<file path="src/rtl/core/cesc_pkg.sv">
// ----------------------------------------------------------------------------
// cesc_pkg: shared types and helpers for the C string escape codec
// Byte codes, configuration register indexes and the front-to-back queue word.
// ----------------------------------------------------------------------------
package cesc_pkg;

  localparam int LENGTH_BITS = 16;
  localparam int LIMIT_W     = 16;
  localparam int CFG_IDX_W   = 1;
  localparam int CFG_DATA_W  = 16;
  localparam int QUEUE_DEPTH = 2;

  localparam logic [CFG_IDX_W-1:0] REG_DIRECTION    = 1'b0;
  localparam logic [CFG_IDX_W-1:0] REG_LENGTH_LIMIT = 1'b1;

  localparam logic [LIMIT_W-1:0] LIMIT_RESET = 16'd256;
  localparam logic [LENGTH_BITS-1:0] COUNT_MAX = {LENGTH_BITS{1'b1}};

  localparam logic [7:0] CH_NUL       = 8'h00;
  localparam logic [7:0] CH_BACKSLASH = 8'h5C;
  localparam logic [7:0] CH_QUOTE     = 8'h22;
  localparam logic [7:0] CH_TAB       = 8'h09;
  localparam logic [7:0] CH_NEWLINE   = 8'h0A;
  localparam logic [7:0] CH_CR        = 8'h0D;
  localparam logic [7:0] CH_BELL      = 8'h07;
  localparam logic [7:0] CH_BACKSPACE = 8'h08;
  localparam logic [7:0] CH_FORMFEED  = 8'h0C;
  localparam logic [7:0] CH_LET_T     = 8'h74;
  localparam logic [7:0] CH_LET_N     = 8'h6E;
  localparam logic [7:0] CH_LET_R     = 8'h72;
  localparam logic [7:0] CH_LET_A     = 8'h61;
  localparam logic [7:0] CH_LET_B     = 8'h62;
  localparam logic [7:0] CH_LET_F     = 8'h66;

  // One result word as the back end sends it.
  typedef struct packed {
    logic [7:0] data;
    logic       is_len;
  } slot_t;

  // Work for the back end caused by one input word: one or two results.
  typedef struct packed {
    logic [1:0]             cnt;
    slot_t [1:0]            slots;
    logic [LENGTH_BITS-1:0] total;
  } entry_t;

  // Letter after the backslash when escaping, NUL for a plain byte.
  function automatic logic [7:0] escape_letter(input logic [7:0] c);
    logic [7:0] r;
    unique case (c)
      CH_BACKSLASH: r = CH_BACKSLASH;
      CH_QUOTE:     r = CH_QUOTE;
      CH_TAB:       r = CH_LET_T;
      CH_NEWLINE:   r = CH_LET_N;
      CH_CR:        r = CH_LET_R;
      CH_BELL:      r = CH_LET_A;
      CH_BACKSPACE: r = CH_LET_B;
      CH_FORMFEED:  r = CH_LET_F;
      default:      r = CH_NUL;
    endcase
    return r;
  endfunction

  // Byte decoded from a backslash sequence, NUL when the sequence is unknown.
  function automatic logic [7:0] unescape_byte(input logic [7:0] c);
    logic [7:0] r;
    unique case (c)
      CH_QUOTE:     r = CH_QUOTE;
      CH_BACKSLASH: r = CH_BACKSLASH;
      CH_LET_T:     r = CH_TAB;
      CH_LET_N:     r = CH_NEWLINE;
      CH_LET_R:     r = CH_CR;
      CH_LET_A:     r = CH_BELL;
      CH_LET_B:     r = CH_BACKSPACE;
      CH_LET_F:     r = CH_FORMFEED;
      default:      r = CH_NUL;
    endcase
    return r;
  endfunction

endpackage

</file>
<file path="src/rtl/core/c_string_escape_codec_top.sv">
// Path: an accepted word is written into the queue, then loaded into the output
//   register, where its first result waits for the consumer.
// Throughput: one input word per cycle while out_ready holds and each word yields
//   at most one result; two results of a word share the single output register.
// Reset: synchronous, active low; direction returns to escape, length_limit to 256,
//   counters, queue and output register clear.
// ----------------------------------------------------------------------------
// c_string_escape_codec_top: C string backslash escape/unescape codec
// Front classifies each byte and updates string state, a two-entry queue holds
// the pending results, and the back end sequences them onto the output channel.
// ----------------------------------------------------------------------------
module c_string_escape_codec_top import cesc_pkg::*; (
  input  logic                   clk,
  input  logic                   rst_n,
  // configuration write port
  input  logic                   cfg_wr_en,
  input  logic [CFG_IDX_W-1:0]   cfg_index,
  input  logic [CFG_DATA_W-1:0]  cfg_data,
  // source byte channel
  input  logic                   in_valid,
  output logic                   in_ready,
  input  logic [7:0]             in_data_byte,
  // result channel
  output logic                   out_valid,
  input  logic                   out_ready,
  output logic [7:0]             out_out_byte,
  output logic                   out_is_length,
  output logic [LENGTH_BITS-1:0] out_total_length,
  output logic                   out_last
);

  // Front to queue: hold the result pair built for each accepted word.
  logic   push;
  entry_t push_ent;
  // Queue to back: advance one entry once its last result is loaded.
  logic   q_full;
  logic   q_empty;
  logic   pop;
  entry_t head;

  cesc_front u_front (
    .clk          (clk),
    .rst_n        (rst_n),
    .cfg_wr_en    (cfg_wr_en),
    .cfg_index    (cfg_index),
    .cfg_data     (cfg_data),
    .in_valid     (in_valid),
    .in_ready     (in_ready),
    .in_data_byte (in_data_byte),
    .q_full       (q_full),
    .push         (push),
    .push_ent     (push_ent)
  );

  // Words that produce nothing (halted bytes, a held backslash) skip the queue.
  cesc_queue u_queue (
    .clk      (clk),
    .rst_n    (rst_n),
    .push     (push),
    .push_ent (push_ent),
    .pop      (pop),
    .full     (q_full),
    .empty    (q_empty),
    .head     (head)
  );

  // Output register parts the queue from the consumer, so a stall on the
  // result side only backs up once both queue entries are taken.
  cesc_back u_back (
    .clk              (clk),
    .rst_n            (rst_n),
    .q_empty          (q_empty),
    .head             (head),
    .pop              (pop),
    .out_valid        (out_valid),
    .out_ready        (out_ready),
    .out_out_byte     (out_out_byte),
    .out_is_length    (out_is_length),
    .out_total_length (out_total_length),
    .out_last         (out_last)
  );

`ifndef ASSERT_OFF
  a_push_nonempty : assert property (@(posedge clk) disable iff (!rst_n)
    push |-> (push_ent.cnt == 2'd1 || push_ent.cnt == 2'd2))
    else $error("queue word pushed with no results");

  a_len_is_last : assert property (@(posedge clk) disable iff (!rst_n)
    (out_valid && out_is_length) |-> (out_last && out_out_byte == CH_NUL))
    else $error("length result not final or carries a byte");

  a_byte_no_total : assert property (@(posedge clk) disable iff (!rst_n)
    (out_valid && !out_is_length) |-> (out_total_length == '0))
    else $error("byte result carries a total length");

  a_no_pop_empty : assert property (@(posedge clk) disable iff (!rst_n)
    pop |-> !q_empty)
    else $error("queue popped while empty");
`endif

endmodule

</file>
<file path="src/rtl/core/cesc_front.sv">
// ----------------------------------------------------------------------------
// cesc_front: word classifier and string state
// Holds configuration and per-string counters, turns each word into queue work.
// ----------------------------------------------------------------------------
module cesc_front import cesc_pkg::*; (
  input  logic                  clk,
  input  logic                  rst_n,
  input  logic                  cfg_wr_en,
  input  logic [CFG_IDX_W-1:0]  cfg_index,
  input  logic [CFG_DATA_W-1:0] cfg_data,
  input  logic                  in_valid,
  output logic                  in_ready,
  input  logic [7:0]            in_data_byte,
  input  logic                  q_full,
  output logic                  push,
  output entry_t                push_ent
);

  logic                   direction_r;
  logic [LIMIT_W-1:0]     length_limit_r;
  logic                   pending_r, pending_nxt;
  logic                   halted_r, halted_nxt;
  logic [LENGTH_BITS-1:0] produced_r, produced_nxt;
  logic [LENGTH_BITS-1:0] consumed_r, consumed_nxt;
  logic [LENGTH_BITS-1:0] cap;
  logic                   accept;
  entry_t                 ent;

  assign in_ready = !q_full;
  assign accept   = in_valid && in_ready;
  assign cap      = (length_limit_r < COUNT_MAX) ? length_limit_r : COUNT_MAX;

  always_comb begin
    logic [7:0] c;
    logic [7:0] letter;
    logic [7:0] dec;
    logic       done;
    c            = in_data_byte;
    letter       = escape_letter(c);
    dec          = (c != CH_NUL) ? unescape_byte(c) : CH_NUL;
    done         = 1'b0;
    ent          = '0;
    pending_nxt  = pending_r;
    halted_nxt   = halted_r;
    produced_nxt = produced_r;
    consumed_nxt = consumed_r;
    if (!direction_r) begin
      pending_nxt = 1'b0;
      if (c == CH_NUL) begin
        ent.slots[0] = '{data: CH_NUL, is_len: 1'b1};
        ent.cnt      = 2'd1;
        ent.total    = produced_r;
        produced_nxt = '0;
        consumed_nxt = '0;
        halted_nxt   = 1'b0;
      end else if (!halted_r) begin
        if (letter != CH_NUL) begin
          if ({1'b0, produced_r} + 1'b1 < {1'b0, cap}) begin
            ent.slots[0] = '{data: CH_BACKSLASH, is_len: 1'b0};
            ent.slots[1] = '{data: letter, is_len: 1'b0};
            ent.cnt      = 2'd2;
            produced_nxt = produced_r + LENGTH_BITS'(2);
          end else begin
            halted_nxt = 1'b1;
          end
        end else if (produced_r < cap) begin
          ent.slots[0] = '{data: c, is_len: 1'b0};
          ent.cnt      = 2'd1;
          produced_nxt = produced_r + 1'b1;
        end else begin
          halted_nxt = 1'b1;
        end
      end
    end else begin
      if (pending_r) begin
        pending_nxt = 1'b0;
        if (dec != CH_NUL) begin
          ent.slots[0] = '{data: dec, is_len: 1'b0};
          produced_nxt = produced_nxt + 1'b1;
          if (consumed_nxt < COUNT_MAX) begin
            consumed_nxt = consumed_nxt + 1'b1;
          end
          done = 1'b1;
        end else begin
          ent.slots[0] = '{data: CH_BACKSLASH, is_len: 1'b0};
          produced_nxt = produced_nxt + 1'b1;
        end
        ent.cnt = 2'd1;
      end
      if (!done) begin
        if (c == CH_NUL) begin
          ent.slots[ent.cnt[0]] = '{data: CH_NUL, is_len: 1'b1};
          ent.total    = produced_nxt;
          ent.cnt      = ent.cnt + 2'd1;
          produced_nxt = '0;
          consumed_nxt = '0;
          halted_nxt   = 1'b0;
          pending_nxt  = 1'b0;
        end else if (!halted_r) begin
          if (consumed_nxt < cap) begin
            consumed_nxt = consumed_nxt + 1'b1;
            if (c == CH_BACKSLASH) begin
              pending_nxt = 1'b1;
            end else begin
              ent.slots[ent.cnt[0]] = '{data: c, is_len: 1'b0};
              ent.cnt      = ent.cnt + 2'd1;
              produced_nxt = produced_nxt + 1'b1;
            end
          end else begin
            halted_nxt = 1'b1;
          end
        end
      end
    end
  end

  assign push     = accept && (ent.cnt != 2'd0);
  assign push_ent = ent;

  always_ff @(posedge clk) begin
    if (!rst_n) begin
      direction_r    <= 1'b0;
      length_limit_r <= LIMIT_RESET;
      pending_r      <= 1'b0;
      halted_r       <= 1'b0;
      produced_r     <= '0;
      consumed_r     <= '0;
    end else begin
      if (cfg_wr_en) begin
        case (cfg_index)
          REG_DIRECTION:    direction_r    <= cfg_data[0];
          REG_LENGTH_LIMIT: length_limit_r <= cfg_data[LIMIT_W-1:0];
          default:          ;
        endcase
      end
      if (accept) begin
        pending_r  <= pending_nxt;
        halted_r   <= halted_nxt;
        produced_r <= produced_nxt;
        consumed_r <= consumed_nxt;
      end
    end
  end

endmodule

</file>
<file path="src/rtl/core/cesc_queue.sv">
// ----------------------------------------------------------------------------
// cesc_queue: two-entry work queue
// Decouples the classifier from the output sequencer.
// ----------------------------------------------------------------------------
module cesc_queue import cesc_pkg::*; (
  input  logic   clk,
  input  logic   rst_n,
  input  logic   push,
  input  entry_t push_ent,
  input  logic   pop,
  output logic   full,
  output logic   empty,
  output entry_t head
);

  entry_t     ent_r [QUEUE_DEPTH];
  logic       wr_ptr_r, rd_ptr_r;
  logic [1:0] count_r;

  assign full  = (count_r == 2'(QUEUE_DEPTH));
  assign empty = (count_r == 2'd0);
  assign head  = ent_r[rd_ptr_r];

  always_ff @(posedge clk) begin
    if (push) begin
      ent_r[wr_ptr_r] <= push_ent;
    end
  end

  always_ff @(posedge clk) begin
    if (!rst_n) begin
      wr_ptr_r <= 1'b0;
      rd_ptr_r <= 1'b0;
      count_r  <= '0;
    end else begin
      if (push) begin
        wr_ptr_r <= !wr_ptr_r;
      end
      if (pop) begin
        rd_ptr_r <= !rd_ptr_r;
      end
      case ({push, pop})
        2'b10:   count_r <= count_r + 2'd1;
        2'b01:   count_r <= count_r - 2'd1;
        default: ;
      endcase
    end
  end

endmodule

</file>
<file path="src/rtl/core/cesc_back.sv">
// ----------------------------------------------------------------------------
// cesc_back: output sequencer
// Sends the one or two results of each queue entry through the output register.
// ----------------------------------------------------------------------------
module cesc_back import cesc_pkg::*; (
  input  logic                   clk,
  input  logic                   rst_n,
  input  logic                   q_empty,
  input  entry_t                 head,
  output logic                   pop,
  output logic                   out_valid,
  input  logic                   out_ready,
  output logic [7:0]             out_out_byte,
  output logic                   out_is_length,
  output logic [LENGTH_BITS-1:0] out_total_length,
  output logic                   out_last
);

  logic                   sub_r;
  logic                   valid_r;
  logic [7:0]             byte_r;
  logic                   is_len_r;
  logic [LENGTH_BITS-1:0] total_r;
  logic                   last_r;
  logic                   load;
  logic                   at_last;
  slot_t                  cur;

  assign load    = !q_empty && (!valid_r || out_ready);
  assign at_last = sub_r || (head.cnt == 2'd1);
  assign pop     = load && at_last;
  assign cur     = head.slots[sub_r];

  always_ff @(posedge clk) begin
    if (load) begin
      byte_r   <= cur.data;
      is_len_r <= cur.is_len;
      total_r  <= cur.is_len ? head.total : '0;
      last_r   <= at_last;
    end
  end

  always_ff @(posedge clk) begin
    if (!rst_n) begin
      valid_r <= 1'b0;
      sub_r   <= 1'b0;
    end else begin
      if (load) begin
        valid_r <= 1'b1;
        sub_r   <= !at_last;
      end else if (out_ready) begin
        valid_r <= 1'b0;
      end
    end
  end

  assign out_valid        = valid_r;
  assign out_out_byte     = byte_r;
  assign out_is_length    = is_len_r;
  assign out_total_length = total_r;
  assign out_last         = last_r;

endmodule

</file>
<file path="config.mk">
export PLATFORM = sky130hd
export DESIGN_NAME = c_string_escape_codec_top
export DESIGN_NICKNAME = d
export VERILOG_FILES = /design/src/rtl/core/cesc_pkg.sv /design/src/rtl/core/c_string_escape_codec_top.sv /design/src/rtl/core/cesc_front.sv /design/src/rtl/core/cesc_queue.sv /design/src/rtl/core/cesc_back.sv
export SDC_FILE = /design/constraint.sdc
export NUM_CORES = 1
export LEC_CHECK = 0
export ABC_AREA = 1
export BUFFER_PORTS_ARGS = -buffer_cell sky130_fd_sc_hd__buf_2
export CAP_MARGIN = 20
export CORE_MARGIN = 2
export CORE_UTILIZATION = 33
export DETAILED_ROUTE_END_ITERATION = 8
export GPL_TIMING_DRIVEN = 0
export PLACE_DENSITY_LB_ADDON = 0.15
export SLEW_MARGIN = 10
export SYNTH_ARGS = -nofsm -noshare
export SYNTH_HDL_FRONTEND = slang
export SYNTH_SLANG_ARGS = --single-unit
</file>
<file path="constraint.sdc">
create_clock -name clk -period 7.1 [get_ports clk]
set_clock_uncertainty 0.15 [all_clocks]
set_input_delay 0.355 -clock clk [delete_from_list [all_inputs] [get_ports clk]]
set_output_delay 0.355 -clock clk [all_outputs]
set_load 0.05 [all_outputs]
</file>
==> results of run 1 <==
-- per-stage QoR --
| stage | worst slack [ns] | instance area, µm² | hold WS, ns | power [mW] | instances |
|---|---|---|---|---|---|
| 6_report | 2.257 | 11340 | 0.05135 | 4.239 | 1750 |
| 5_1_grt | 1.566 | 11340 | 0.05216 | 4.530 | 1750 |
| 4_1_cts | 2.216 | 11340 | 0.04501 | 4.251 | 1750 |
| 3_5_place_dp | 2.126 | 10770 | 0.3268 | 3.341 | 1717 |
| 3_3_place_gp | 0.1402 | 10690 | 0.3272 | 3.295 | 1714 |
| 2_1_floorplan | 1.990 | 9913 | 0.3049 | 2.760 | 1267 |
-- state kept, by name (all words and copies together), names as in the netlist, 2 cells and up, named ones only --
| signal | flops |
|---|---|
| u_back.out_out_byte | 8 |
| u_back.out_total_length | 16 |
| u_front.consumed_r | 16 |
| u_front.length_limit_r | 16 |
| u_front.produced_r | 16 |
| u_queue.count_r | 2 |
| u_queue.ent_r | 72 |
-- cells in the mapped netlist (3+ instances only) --
cell type,n
o22ai_1,28
nand4_1,20
inv_1,145
o31ai_1,4
nand2_2,9
o221ai_1,3
nor4_1,4
ha_1,52
xnor2_1,5
buf_2,6
o21ai_0,109
nor3_4,4
nand2_1,236
nor3_1,22
o211ai_1,9
dfxtp_1,58
nor2_2,10
clkbuf_1,31
nor3_2,6
nand2_4,6
a31oi_1,3
inv_2,17
nor2_4,3
nand3b_1,3
o41ai_1,3
edfxtp_1,98
o21ai_1,11
a211oi_1,4
nor2_1,126
xor2_1,28
nand3_1,64
a21oi_1,110
-- critical path: cells and delay by family, from the launching register on --
| kind | cells | cell delay [ns] |
|---|---|---|
| AO/OA/AOI/OAI | 7 | 0.92 |
| XOR/XNOR | 1 | 0.45 |
| adder cells (fa/ha/maj) | 3 | 0.78 |
| buffers and inverters | 1 | 0.12 |
| flip-flops | 1 | 0.42 |
| AND/OR/NAND/NOR | 12 | 1.88 |
-- repair_timing --
action	4_1_cts	5_1_grt
hold buffers	1	0
endpoints found under the hold margin	1	0
setup buffers	0	0
-- cell families after synthesis --
logic type,count (synthesis),synth area share [%]
DFF,156,41.40
AOI/OAI and AO/OA,295,16.28
adders and majority gates,52,6.563
buffers and inverters,206,7.977
xor gates and xnor gates,36,3.521
and+or+nand+nor,522,24.26
-- power by group through the flow --
| stage | Combinational [mW] | Sequential, mW | Clock (mW) |
|---|---|---|---|
| floorplan | 1.03 | 1.73 | 0 |
| global placement | 1.82 | 1.48 | 0 |
| detailed placement | 1.88 | 1.46 | 0 |
| CTS | 1.88 | 1.44 | 0.925 |
| global route | 2.09 | 1.47 | 0.967 |
| finish | 1.88 | 1.45 | 0.912 |
-- layer usage --
layer | track usage [%] | wire length [µm] | up-vias
met4 | 4.781 | 431 | 0
met2 | 31.40 | 13700 | 195
li1 | - | - | 4483
met3 | 2.399 | 1218 | 25
met1 | 28.29 | 14990 | 4149
met5 | 0 | 0 | -
-- area by class of cell --
class	count	area, µm²
Fill cell	3180	18300
Multi-Input combinational cell	905	5037
Sequential cell	156	4104
Inverter	166	630.6
Tap cell	390	488.0
Clock buffer	18	429.2
Timing Repair Buffer	61	355.3
Buffer	40	160.2
Clock inverter	14	133.9
-- worst min-delay path by stage --
stage / startpoint / to / slack (ns) / cells after the start
2_1_floorplan: u_front.consumed_r[14]$_SDFFE_PN0P_ / u_front.consumed_r[14]$_SDFFE_PN0P_ / 0.30 / 2
3_3_place_gp: u_front.consumed_r[14]$_SDFFE_PN0P_ / u_front.consumed_r[14]$_SDFFE_PN0P_ / 0.33 / 2
3_5_place_dp: u_front.consumed_r[14]$_SDFFE_PN0P_ / u_front.consumed_r[14]$_SDFFE_PN0P_ / 0.33 / 2
4_1_cts: cfg_data[10] / u_front.length_limit_r[10]$_SDFFE_PN0P_ / 0.05 / 3
5_1_grt: cfg_data[9] / u_front.length_limit_r[9]$_SDFFE_PN0P_ / 0.05 / 3
6_report: cfg_data[10] / u_front.length_limit_r[10]$_SDFFE_PN0P_ / 0.05 / 3
==> key figures, run 1 <==
Placement
  • Port Buffers: 57
  • HPWL after detailed placement: 23.30 mm
  • Placer Congestion: a little over 0.9

Critical path
  • Worst r2r dst: u_queue.count_r[1]$_SDFFE_PN0P_
  • Crit path cell chain: ha_1, nand2_1, nor2_2, nand4_2, nand3_4, nor3_2, xnor2_1, inv_1, ha_1, nand2_1, o21ai_0, nand4_1, nand2_1, nor2_1, nand2_4, o21ai_1, a21boi_1, nand2_1, nand2_1, ha_1, a21oi_1, o21ai_0, o21ai_0, a21oi_1
  • Worst setup path end: u_queue.count_r[1]$_SDFFE_PN0P_
  • Slowest stage delay, CP: roughly 0.45 ns
  • Crit Path Class: flop to flop
  • Crit path DAT: between 5 and 6 ns
  • Critical R2R Launch: u_front.consumed_r[0]$_SDFFE_PN0P_
  • Worst setup SP type: flop
  • CP max-delay cell: xnor2_1
  • Reg2Reg Setup Slack: ~2.3 ns
  • R2R cell count: 24
  • Crit path launch: u_front.consumed_r[0]$_SDFFE_PN0P_
  • CP required: ~7.3 ns
  • Crit. End Element: flop
  • Critical-path maximum fanout: 8
  • Crit-path most repeated cell: nand2_1

Yosys
  • Post-Syn Area: a little under 10,000 µm²
  • Register area share after synthesis: 41.40%
  • FF+latch count, synth: 156
  • Syn nets: around 1,300
  • Synth area leader: edfxtp_1
  • Post-synth ARST share: 0%
  • Netlist cell types: 55
  • Area contributors post-synth: edfxtp_1 (30%), dfxtp_1 (12%), nand2_1 (8.9%)
  • Synth top area share: 29.69%
  • Top_reg_cell synth: edfxtp_1
  • Post-synth EDFFs: 98
  • Syn Inst Count: around 1,300
  • Synth Warn #: 0
  • Mapped Avg Cell Area: between 7 and 8 µm²

Floorplanning
  • Core area: 29,640 µm²
  • # IOs: 58
  • Initial Utilization: around 33%
  • Die height: roughly 180 µm
  • Row count: 63
  • Die Span X: 177.3 µm
  • Die Area: 31,440 µm²

Final layout
  • Final Util: between 30% and 40%
  • Layout Nets: between 1,000 and 1,500
  • Antenna Cells: 0
  • Area grow syn2layout: 14.38%
  • Most frequent cells in the layout: nand2_1 (236), inv_1 (144), nor2_1 (125)
  • Layout cells sized above 1: 12.43%
  • Commonest non-fill, non-tap cell in the layout: nand2_1

Timing
  • Tmin final: about 4.8 ns
  • Final Max Slew Viols: 0
  • Final Hold Viols: 0
  • Final setup violation count: 0
  • Slew @ Worst Pin: 1.008 ns
  • F_max: 206.5 MHz
  • Relative slew slack: between 30% and 40%
  • Tcrit/Tclk final: 68.21%
  • RSZ-0062 raised after global routing: no
  • Aggregate negative setup slack: 0 ns

Clocking
  • CTS max path bufs: 2
  • CTS tree: done
  • CTS sink cnt: roughly 160
  • Reg clk slew, reported paths: ~0.07 ns
  • CTS resizes: 0
  • CTS Buf Count: 17
  • Clock root cell: clkbuf_16
  • Clock Latency Late Sink: 0.44 ns
  • H-tree Lvls: 4

Drt
  • Detail Route Antenna Nets: 0
  • DRT iter0 DRCs: between 600 and 700
  • Detailed-route via count: just under 9,000
  • WL/cell: 17.34 µm
  • Drc violations: 0
  • Final WL: between 30 and 40 mm
  • Via density: a little over 5
  • DRT Pass-1 Iters: 5

Hold path
  • Hold Path Class: primary input to flop

Power
  • Sw frac: a little under half
  • Sequential Power Share: 34.1%
  • Pint: around 2.3 mW
  • VDD IR max: ~140 µV
  • Lkg Pwr: about 4.6 nW
  • PwrDens: roughly 370 nW/µm²
  • Logic gate share of total power: between 40 and 50%
  • Clock share of power: a little over a fifth
  • Psw: about 1.9 mW

Global routing
  • Number of global-route vias before repair: around 8,400
  • Antenna violations before repair: 0
  • Grt total ovfl: 0
  • First-pass GRT wire length: 47.27 mm
  • Largest net degree at the start of global routing: 36
  • Tot GR Track Use: roughly 20%

Flow run
  • MaxCap Viol Count: 0

Outcome
  • Outcome: completed
Note: power is estimated with default switching activity, not from simulation.
==> run 2, diff against run 1 <==
--- a/config.mk
+++ b/config.mk
@@ -5,7 +5,7 @@
 export SDC_FILE = /design/constraint.sdc
 export NUM_CORES = 1
 export LEC_CHECK = 0
-export ABC_AREA = 1
+export ABC_AREA = 0
 export BUFFER_PORTS_ARGS = -buffer_cell sky130_fd_sc_hd__buf_2
 export CAP_MARGIN = 20
 export CORE_MARGIN = 2
==> constraint.sdc (replaced) <==
create_clock -name clk -period 5.1 [get_ports clk]
set_clock_uncertainty 0.15 [all_clocks]
set_input_delay 0.255 -clock clk [delete_from_list [all_inputs] [get_ports clk]]
set_output_delay 0.255 -clock clk [all_outputs]
set_load 0.05 [all_outputs]
==> key figures, run 2 <==
Drt
  • Detail Route Antenna Nets: 0 (unchanged)
  • WL/cell: 19.90 µm (was 17.34 µm)
  • Detailed-route via count: 8,837 (was 8,852)
  • DRT Pass-1 Iters: 5 (unchanged)
  • Via density: 5.492 (was 5.058)
  • Drc violations: 0 (unchanged)
  • Final WL: 32.02 mm (was 30.35 mm)
  • DRT iter0 DRCs: 685 (was 662)

Yosys
  • Syn Inst Count: 1,083 (was 1,267)
  • Mapped Avg Cell Area: 9.259 µm² (was 7.824 µm²)
  • Post-synth ARST share: 0% (unchanged)
  • Post-Syn Area: 10,030 µm² (was 9913 µm²)
  • Area contributors post-synth: edfxtp_1 (29%), dfxtp_1 (12%), ha_1 (6.5%) (was edfxtp_1 (30%), dfxtp_1 (12%), nand2_1 (8.9%))
  • Synth Warn #: 0 (unchanged)
  • Synth top area share: 29.35% (was 29.69%)
  • Synth cell count leaders: nand2_1 (125), edfxtp_1 (98), nor2_1 (88) (was nand2_1 (236), inv_1 (145), nor2_1 (126))
  • Syn nets: 1,165 (was 1,349)
  • Synth area leader: edfxtp_1 (unchanged)
  • Register area share after synthesis: 40.93% (was 41.40%)
  • Most common cell in the synthesized netlist: nand2_1 (unchanged)
  • Post-synth EDFFs: 98 (unchanged)
  • Netlist cell types: 81 (was 55)
  • FF+latch count, synth: 156 (unchanged)
  • Top_reg_cell synth: edfxtp_1 (unchanged)

Hold path
  • Hold Path Stages: 4 (was 3)
  • Hold Path Class: primary input to flop (unchanged)
  • Hold Crit Start: cfg_index (was cfg_data[10])
  • Hold EP: u_front.direction_r$_SDFFE_PN0P_ (was u_front.length_limit_r[10]$_SDFFE_PN0P_)

Critical path
  • Crit path DAT: 5.18 ns (was 5.01 ns)
  • Critical-path maximum fanout: 10 (was 8)
  • Worst r2r dst: u_queue.count_r[1]$_SDFFE_PN0P_ (unchanged)
  • Critical R2R Launch: u_front.consumed_r[2]$_SDFFE_PN0P_ (was u_front.consumed_r[0]$_SDFFE_PN0P_)
  • Crit path cell chain: buf_2, clkbuf_2, nor4bb_1, o21ai_1, a41o_1, buf_6, nor3_4, and3_1, xor2_2, ha_1, nand4_1, nor2_1, a211o_1, a211o_1, a21oi_4, and2_4, o221ai_4, a31o_4, ha_1, or3_1, a21boi_0 (was ha_1, nand2_1, nor2_2, nand4_2, nand3_4, nor3_2, xnor2_1, inv_1, ha_1, nand2_1, o21ai_0, nand4_1, nand2_1, nor2_1, nand2_4, o21ai_1, a21boi_1, nand2_1, nand2_1, ha_1, a21oi_1, o21ai_0, o21ai_0, a21oi_1)
  • Crit. End Element: flop (unchanged)
  • CP max-delay cell: a211o_1 (was xnor2_1)
  • Kind of cell adding the most delay to the critical path: compound AO/OA/AOI/OAI gates (was simple AND/OR/NAND/NOR gates)
  • WP buf/inv: 3 (was 1)
  • Crit Path Class: primary input to flop (was flop to flop)
  • R2R cell count: 17 (was 24)
  • CP required: 5.32 ns (was 7.27 ns)
  • Reg2Reg Setup Slack: 0.17 ns (was 2.26 ns)
  • Worst setup SP type: primary input (was flop)
  • Slowest stage delay, CP: 0.35 ns (was 0.45 ns)

Timing
  • Relative slew slack: 34.64% (was 32.10%)
  • Final setup violation count: 0 (unchanged)
  • Slew @ Worst Pin: 0.9738 ns (was 1.008 ns)
  • Fin worst setup slack: 0.1387 ns (was 2.257 ns)
  • Final Hold Viols: 0 (unchanged)
  • Tmin final: 4.961 ns
  • WHS: 0.04182 ns (was 0.05135 ns)
  • F_max: about 200 MHz
  • Tcrit/Tclk final: 97.28%
  • Final Max Slew Viols: 0 (unchanged)

Final layout
  • Antenna Cells: 0 (unchanged)
  • Layout Nets: 1,288 (was 1,429)
  • Layout cells sized above 1: 17.47% (was 12.43%)
  • Post-Layout Inst Area: 12,180 µm² (was 11,340 µm²)
  • Post-Layout Cell Count: 1,609 (was 1,750)
  • Commonest non-fill, non-tap cell in the layout: nand2_1 (unchanged)
  • Area grow syn2layout: 21.44% (was 14.38%)
  • Max reg flops: 72 (unchanged)
  • Most frequent cells in the layout: nand2_1 (125), edfxtp_1 (98), nor2_1 (82) (was nand2_1 (236), inv_1 (144), nor2_1 (125))
  • Most flops, register: u_queue.ent_r (unchanged)

Placement
  • Post-DP Area: 10,890 µm² (was 10,770 µm²)
  • Placed insts: 1,531 (was 1,717)
  • HPWL after detailed placement: 23.48 mm (was 23.30 mm)
  • Placer Congestion: 0.9301 (was 0.9110)
  • Post-Place Setup Slack: -1.409 ns (was 2.126 ns)
  • Port Buffers: 55 (was 57)

Clocking
  • CTS tree: done (unchanged)
  • CTS Buf Count: 17 (unchanged)
  • H-tree Lvls: 4 (unchanged)
  • Clock Latency Late Sink: 0.45 ns (was 0.44 ns)
  • CTS max path bufs: 2 (unchanged)
  • Clock root cell: clkbuf_16 (unchanged)
  • CTS sink cnt: 156 (unchanged)
  • Reg clk slew, reported paths: 0.08 ns (was 0.07 ns)

Floorplanning
  • Die height: 178.3 µm (was 177.3 µm)
  • Initial Utilization: 33.65% (was 33.45%)
  • Die Span X: 178.3 µm (was 177.3 µm)
  • Row count: 63 (unchanged)
  • Die Area: 31,800 µm² (was 31,440 µm²)
  • Core area: 29,800 µm² (was 29,640 µm²)
  • # IOs: 58 (unchanged)

Power
  • Lkg Pwr: 4.360 nW (was 4.570 nW)
  • Power consumption: 4.609 mW (was 4.239 mW)
  • PwrDens: 378.5 nW/µm² (was 373.9 nW/µm²)
  • VDD IR max: 168.2 µV (was 135.1 µV)

Flow run
  • MaxCap Viol Count: 0 (unchanged)

Global routing
  • Number of global-route vias before repair: 8,382 (was 8,406)
  • Antenna violations before repair: 0 (unchanged)
  • Tot GR Track Use: 20.47% (was 19.68%)
  • Grt total ovfl: 0 (unchanged)
  • Largest net degree at the start of global routing: 28 (was 36)
  • First-pass GRT wire length: 48.79 mm (was 47.27 mm)

Outcome
  • Outcome: completed (unchanged)
[run 2: cell types whose count changed after synthesis, sizes merged, moves of 28 or more]
cell / delta
nand2: -126
nor2: -50
inv: -130
o21ai: -58
a21oi: -67
clkbuf: +28
nand3: -31
xnor2: +32
[run 2: what timing repair did]
item                                    in CTS  in global routing
gates resized for setup                     31                 32
cloned                                       0                  1
endpoints found under the setup margin     144                122
endpoints found under the hold margin       17                  0
pin swaps                                    8                 13
hold buffers                                17                  0
setup buffers                               12                 21
[run 2: final cells by class]
type | count | area (µm²)
Fill cell | 2975 | 17620
Multi-Input combinational cell | 817 | 5712
Sequential cell | 156 | 4110
Timing Repair Buffer | 110 | 808.3
Tap cell | 390 | 488.0
Clock buffer | 17 | 425.4
Buffer | 70 | 321.6
Clock inverter | 15 | 183.9
Inverter | 34 | 127.6
[run 2: stage by stage]
step | utilization (%) | TNS (ns)
after floorplan | - | 0
after global routing | 40.87 | -0.01022
after detailed placement | 36.55 | -153.34
after global placement | 36.32 | -176.38
after CTS | 39.97 | 0
final | 40.87 | 0
[run 2: worst reg2reg max path: stages, from the launching register on]
cell and delay (ns):
dfxtp_1 0.46, and3_1 0.38, nand3_1 0.25, nor3_4 0.31
and3_1 0.23, xor2_2 0.21, ha_1 0.28, nand4_1 0.16
nor2_1 0.09, a211o_1 0.29, a211o_1 0.35, a21oi_4 0.25
and2_4 0.21, o221ai_4 0.14, a31o_4 0.27, ha_1 0.32
or3_1 0.34, a21boi_0 0.17
[run 2: how the worst max path moves through the flow]
stage                                                   from                               to  slack, ns  cells after the start
final                                        in_data_byte[4]  u_queue.count_r[1]$_SDFFE_PN0P_       0.14                     21
after detailed placement                     in_data_byte[4]    u_queue.ent_r[0][7]$_DFFE_PP_      -1.41                     20
after floorplan                              in_data_byte[1]    u_queue.ent_r[0][0]$_DFFE_PP_      0.007                     19
after CTS                                    in_data_byte[0]  u_queue.count_r[1]$_SDFFE_PN0P_      0.001                     22
after global routing      u_front.consumed_r[2]$_SDFFE_PN0P_  u_queue.count_r[1]$_SDFFE_PN0P_      -0.01                     18
after global placement                       in_data_byte[4]   u_queue.ent_r[0][11]$_DFFE_PP_      -1.71                     19
[run 2: cells by family (layout without fill, tap and decap cells)]
kind of cell / after synthesis / after routing / share of synthesized area (%)
buf+inv: 110 / 246 / 4.392
mux: 36 / 36 / 4.654
compound gates: 248 / 248 / 16.57
simple gates: 414 / 414 / 21.11
flops: 156 / 156 / 40.93
xor+xnor: 67 / 67 / 5.852
fa+ha+maj: 52 / 52 / 6.489
[run 2: metal layers]
metal	up-vias	track usage, %	part of all wire [%]
met5	-	0	0
met4	0	5.996	1.7
met3	42	3.026	5.4
met2	298	31.88	45
met1	4240	29.38	48
li1	4257	-	-
[run 2: where the power goes]
part           switching [mW]  total, mW  internal, mW
Sequential             0.0820       1.76          1.68
Combinational            1.03       1.52         0.483
Clock                   0.662       1.33         0.671
Total                    1.78       4.61          2.83
==> run 3, diff against run 2 <==
--- a/config.mk
+++ b/config.mk
@@ -12,7 +12,7 @@
 export CORE_UTILIZATION = 33
 export DETAILED_ROUTE_END_ITERATION = 8
 export GPL_TIMING_DRIVEN = 0
-export PLACE_DENSITY_LB_ADDON = 0.15
+export PLACE_DENSITY = 0.52
 export SLEW_MARGIN = 10
 export SYNTH_ARGS = -nofsm -noshare
 export SYNTH_HDL_FRONTEND = slang
==> key figures, run 3 (synthesis results as in run 2) <==
Drt
  • Detail Route Antenna Nets: 0 (unchanged)
  • Via density: 5.503 (was 5.492)
  • WL/cell: 19.90 µm (about the same)
  • Final WL: 31.97 mm (was 32.02 mm)
  • DRT iter0 DRCs: 799 (was 685)
  • Drc violations: 0 (unchanged)
  • Detailed-route via count: 8,844 (was 8,837)
  • DRT Pass-1 Iters: 5 (unchanged)

Timing
  • Tmin final: 4.973 ns (was 4.961 ns)
  • F_max: 201.1 MHz (was 201.6 MHz)
  • Final Max Slew Viols: 0 (unchanged)
  • Relative slew slack: 32.10% (was 34.64%)
  • Fin worst setup slack: 0.1275 ns (was 0.1387 ns)
  • WHS: 0.03391 ns (was 0.04182 ns)
  • Slew @ Worst Pin: 1.012 ns (was 0.9738 ns)
  • RSZ-0062 raised after global routing: yes
  • Tcrit/Tclk final: 97.50% (was 97.28%)
  • Final setup violation count: 0 (unchanged)
  • Final Hold Viols: 0 (unchanged)

Flow run
  • MaxCap Viol Count: 0 (unchanged)

Global routing
  • Tot GR Track Use: 20.76% (was 20.47%)
  • Number of global-route vias before repair: 8,455 (was 8,382)
  • First-pass GRT wire length: 49.58 mm (was 48.79 mm)
  • Antenna violations before repair: 0 (unchanged)
  • Grt total ovfl: 0 (unchanged)
  • Largest net degree at the start of global routing: 28 (unchanged)

Clocking
  • Reg clk slew, reported paths: 0.08 ns (about the same)
  • CTS max path bufs: 2 (unchanged)
  • CTS tree: done (unchanged)
  • Clock root cell: clkbuf_16 (unchanged)
  • CTS sink cnt: 156 (unchanged)
  • CTS Buf Count: 17 (unchanged)
  • Clock Latency Late Sink: 0.44 ns (was 0.45 ns)
  • H-tree Lvls: 4 (unchanged)

Floorplanning
  • Core area: 29,800 µm² (unchanged)
  • Die Area: 31,800 µm² (unchanged)
  • Die Span X: 178.3 µm (unchanged)
  • Die height: 178.3 µm (unchanged)
  • # IOs: 58 (unchanged)
  • Initial Utilization: 33.65% (unchanged)
  • Row count: 63 (unchanged)

Critical path
  • WP buf/inv: 3 (unchanged)
  • Crit path DAT: 5.20 ns (was 5.18 ns)
  • Crit. End Element: flop (unchanged)
  • Worst r2r dst: u_queue.count_r[1]$_SDFFE_PN0P_ (unchanged)
  • Crit Path Class: flop to flop (was primary input to flop)
  • Crit path cell chain: ha_1, nand4_1, buf_4, nor3_4, buf_12, nor2_4, buf_4, a31oi_2, ha_1, a21o_1, a21o_1, a211o_1, a211o_1, a21oi_4, a21oi_2, o221ai_4, a31o_4, ha_4, or3_1, a21boi_1 (was buf_2, clkbuf_2, nor4bb_1, o21ai_1, a41o_1, buf_6, nor3_4, and3_1, xor2_2, ha_1, nand4_1, nor2_1, a211o_1, a211o_1, a21oi_4, and2_4, o221ai_4, a31o_4, ha_1, or3_1, a21boi_0)
  • R2R cell count: 20 (was 17)
  • CP max-delay cell: dfxtp_4 (was a211o_1)
  • Critical R2R Launch: u_front.consumed_r[0]$_SDFFE_PN0P_ (was u_front.consumed_r[2]$_SDFFE_PN0P_)
  • Reg2Reg Setup Slack: 0.13 ns (was 0.17 ns)
  • Slowest stage delay, CP: 0.40 ns (was 0.35 ns)
  • Critical-path maximum fanout: 7 (was 10)
  • Kind of cell adding the most delay to the critical path: compound AO/OA/AOI/OAI gates (unchanged)
  • Worst setup SP type: flop (was primary input)
  • CP required: 5.33 ns (was 5.32 ns)

Power
  • Clock share of power: 29.0% (was 28.9%)
  • Psw: 1.799 mW (was 1.779 mW)
  • Pint: 2.837 mW (was 2.830 mW)
  • VDD IR max: 223.2 µV (was 168.2 µV)
  • Lkg Pwr: 4.368 nW (was 4.360 nW)
  • Sw frac: 38.80% (was 38.59%)
  • Sequential Power Share: 38.1% (was 38.2%)
  • Logic gate share of total power: 32.9% (about the same)
  • PwrDens: 378.3 nW/µm² (was 378.5 nW/µm²)

Placement
  • Port Buffers: 55 (unchanged)
  • Post-DP Area: 10,910 µm² (was 10,890 µm²)
  • Placer Congestion: 0.9041 (was 0.9301)
  • HPWL after detailed placement: 23.33 mm (was 23.48 mm)
  • Post-Place Setup Slack: -1.541 ns (was -1.409 ns)

Final layout
  • Post-Layout Inst Area: 12,250 µm² (was 12,180 µm²)
  • Layout Nets: 1,286 (was 1,288)
  • Layout cells sized above 1: 18.00% (was 17.47%)
  • Commonest non-fill, non-tap cell in the layout: nand2_1 (unchanged)
  • Antenna Cells: 0 (unchanged)
  • Most flops, register: u_queue.ent_r (unchanged)
  • Area grow syn2layout: 22.21% (was 21.44%)
  • Most frequent cells in the layout: nand2_1 (125), edfxtp_1 (98), nor2_1 (82) (unchanged)
  • Max reg flops: 72 (unchanged)

Hold path
  • Hold Path Class: primary input to flop (unchanged)
  • Hold Path Stages: 4 (unchanged)
  • Hold Crit Start: cfg_index (unchanged)
  • Hold EP: u_front.direction_r$_SDFFE_PN0P_ (unchanged)

Outcome
  • Outcome: completed (unchanged)
==> run 3: how the worst max path moves through the flow <==
stage / cells past startpoint / start / to
3_5_place_dp: 20 / in_data_byte[4] / u_queue.ent_r[0][11]$_DFFE_PP_
4_1_cts: 21 / in_data_byte[0] / u_queue.count_r[1]$_SDFFE_PN0P_
6_report: 20 / u_front.consumed_r[0]$_SDFFE_PN0P_ / u_queue.count_r[1]$_SDFFE_PN0P_
2_1_floorplan: 19 / in_data_byte[1] / u_queue.ent_r[0][0]$_DFFE_PP_
3_3_place_gp: 19 / in_data_byte[4] / u_queue.ent_r[0][7]$_DFFE_PP_
5_1_grt: 21 / in_data_byte[4] / u_queue.count_r[1]$_SDFFE_PN0P_
==> run 3: what timing repair did <==
item / CTS / global route
gates cloned: 2 / 1
setup buffers: 13 / 16
hold buffers: 17 / 0
endpoints found under the setup margin: 143 / 123
gates resized for setup: 32 / 46
pin swaps: 10 / 17
hold endpoints to repair: 17 / 0
==> run 3: power by group through the flow <==
stage / clock (mW) / sequential, mW / combinational, mW
floorplan: 0 / 2.18 / 0.639
global route: 1.43 / 1.79 / 1.65
global placement: 0 / 1.80 / 1.39
CTS: 1.37 / 1.76 / 1.49
finish: 1.35 / 1.77 / 1.52
detailed placement: 0 / 1.79 / 1.45
==> run 3: worst register-to-register path: stages, from the launching register on <==
cell	delay (ns)
dfxtp_4	0.40
ha_1	0.21
nand4_1	0.23
buf_4	0.23
nor3_4	0.15
buf_12	0.16
nor2_4	0.06
buf_4	0.14
a31oi_2	0.21
ha_1	0.28
a21o_1	0.16
a21o_1	0.17
a211o_1	0.34
a211o_1	0.32
a21oi_4	0.25
a21oi_2	0.11
o221ai_4	0.28
a31o_4	0.33
ha_4	0.24
or3_1	0.34
a21boi_1	0.15
==> run 3: layout make-up <==
type,instances,area [µm²]
clock inverter,15,198.9
clock buffer,17,425.4
fill,2980,17540
sequential,156,4115
multi-input combinational,820,5791
inverter,34,127.6
buffer,70,325.3
tap,390,488.0
timing repair buffer,105,783.3
==> run 3: stage by stage <==
| stage | total power [mW] | setup TNS (ns) | util, % | instances |
|---|---|---|---|---|
| after floorplan | 2.822 | 0 | - | 1083 |
| after global placement | 3.185 | -176.05 | 36.32 | 1528 |
| after detailed placement | 3.237 | -158.65 | 36.63 | 1532 |
| after CTS | 4.627 | 0 | 40.17 | 1592 |
| after global routing | 4.865 | -0.01947 | 41.13 | 1607 |
| final | 4.636 | 0 | 41.13 | 1607 |
==> run 3: layer usage <==
metal | global-route usage (%) | vias up | share of wire (%)
li1 | - | 4266 | -
met1 | 29.23 | 4199 | 46
met2 | 32.20 | 337 | 44
met3 | 4.241 | 42 | 7.5
met4 | 5.928 | 0 | 2.1
met5 | 0 | - | 0
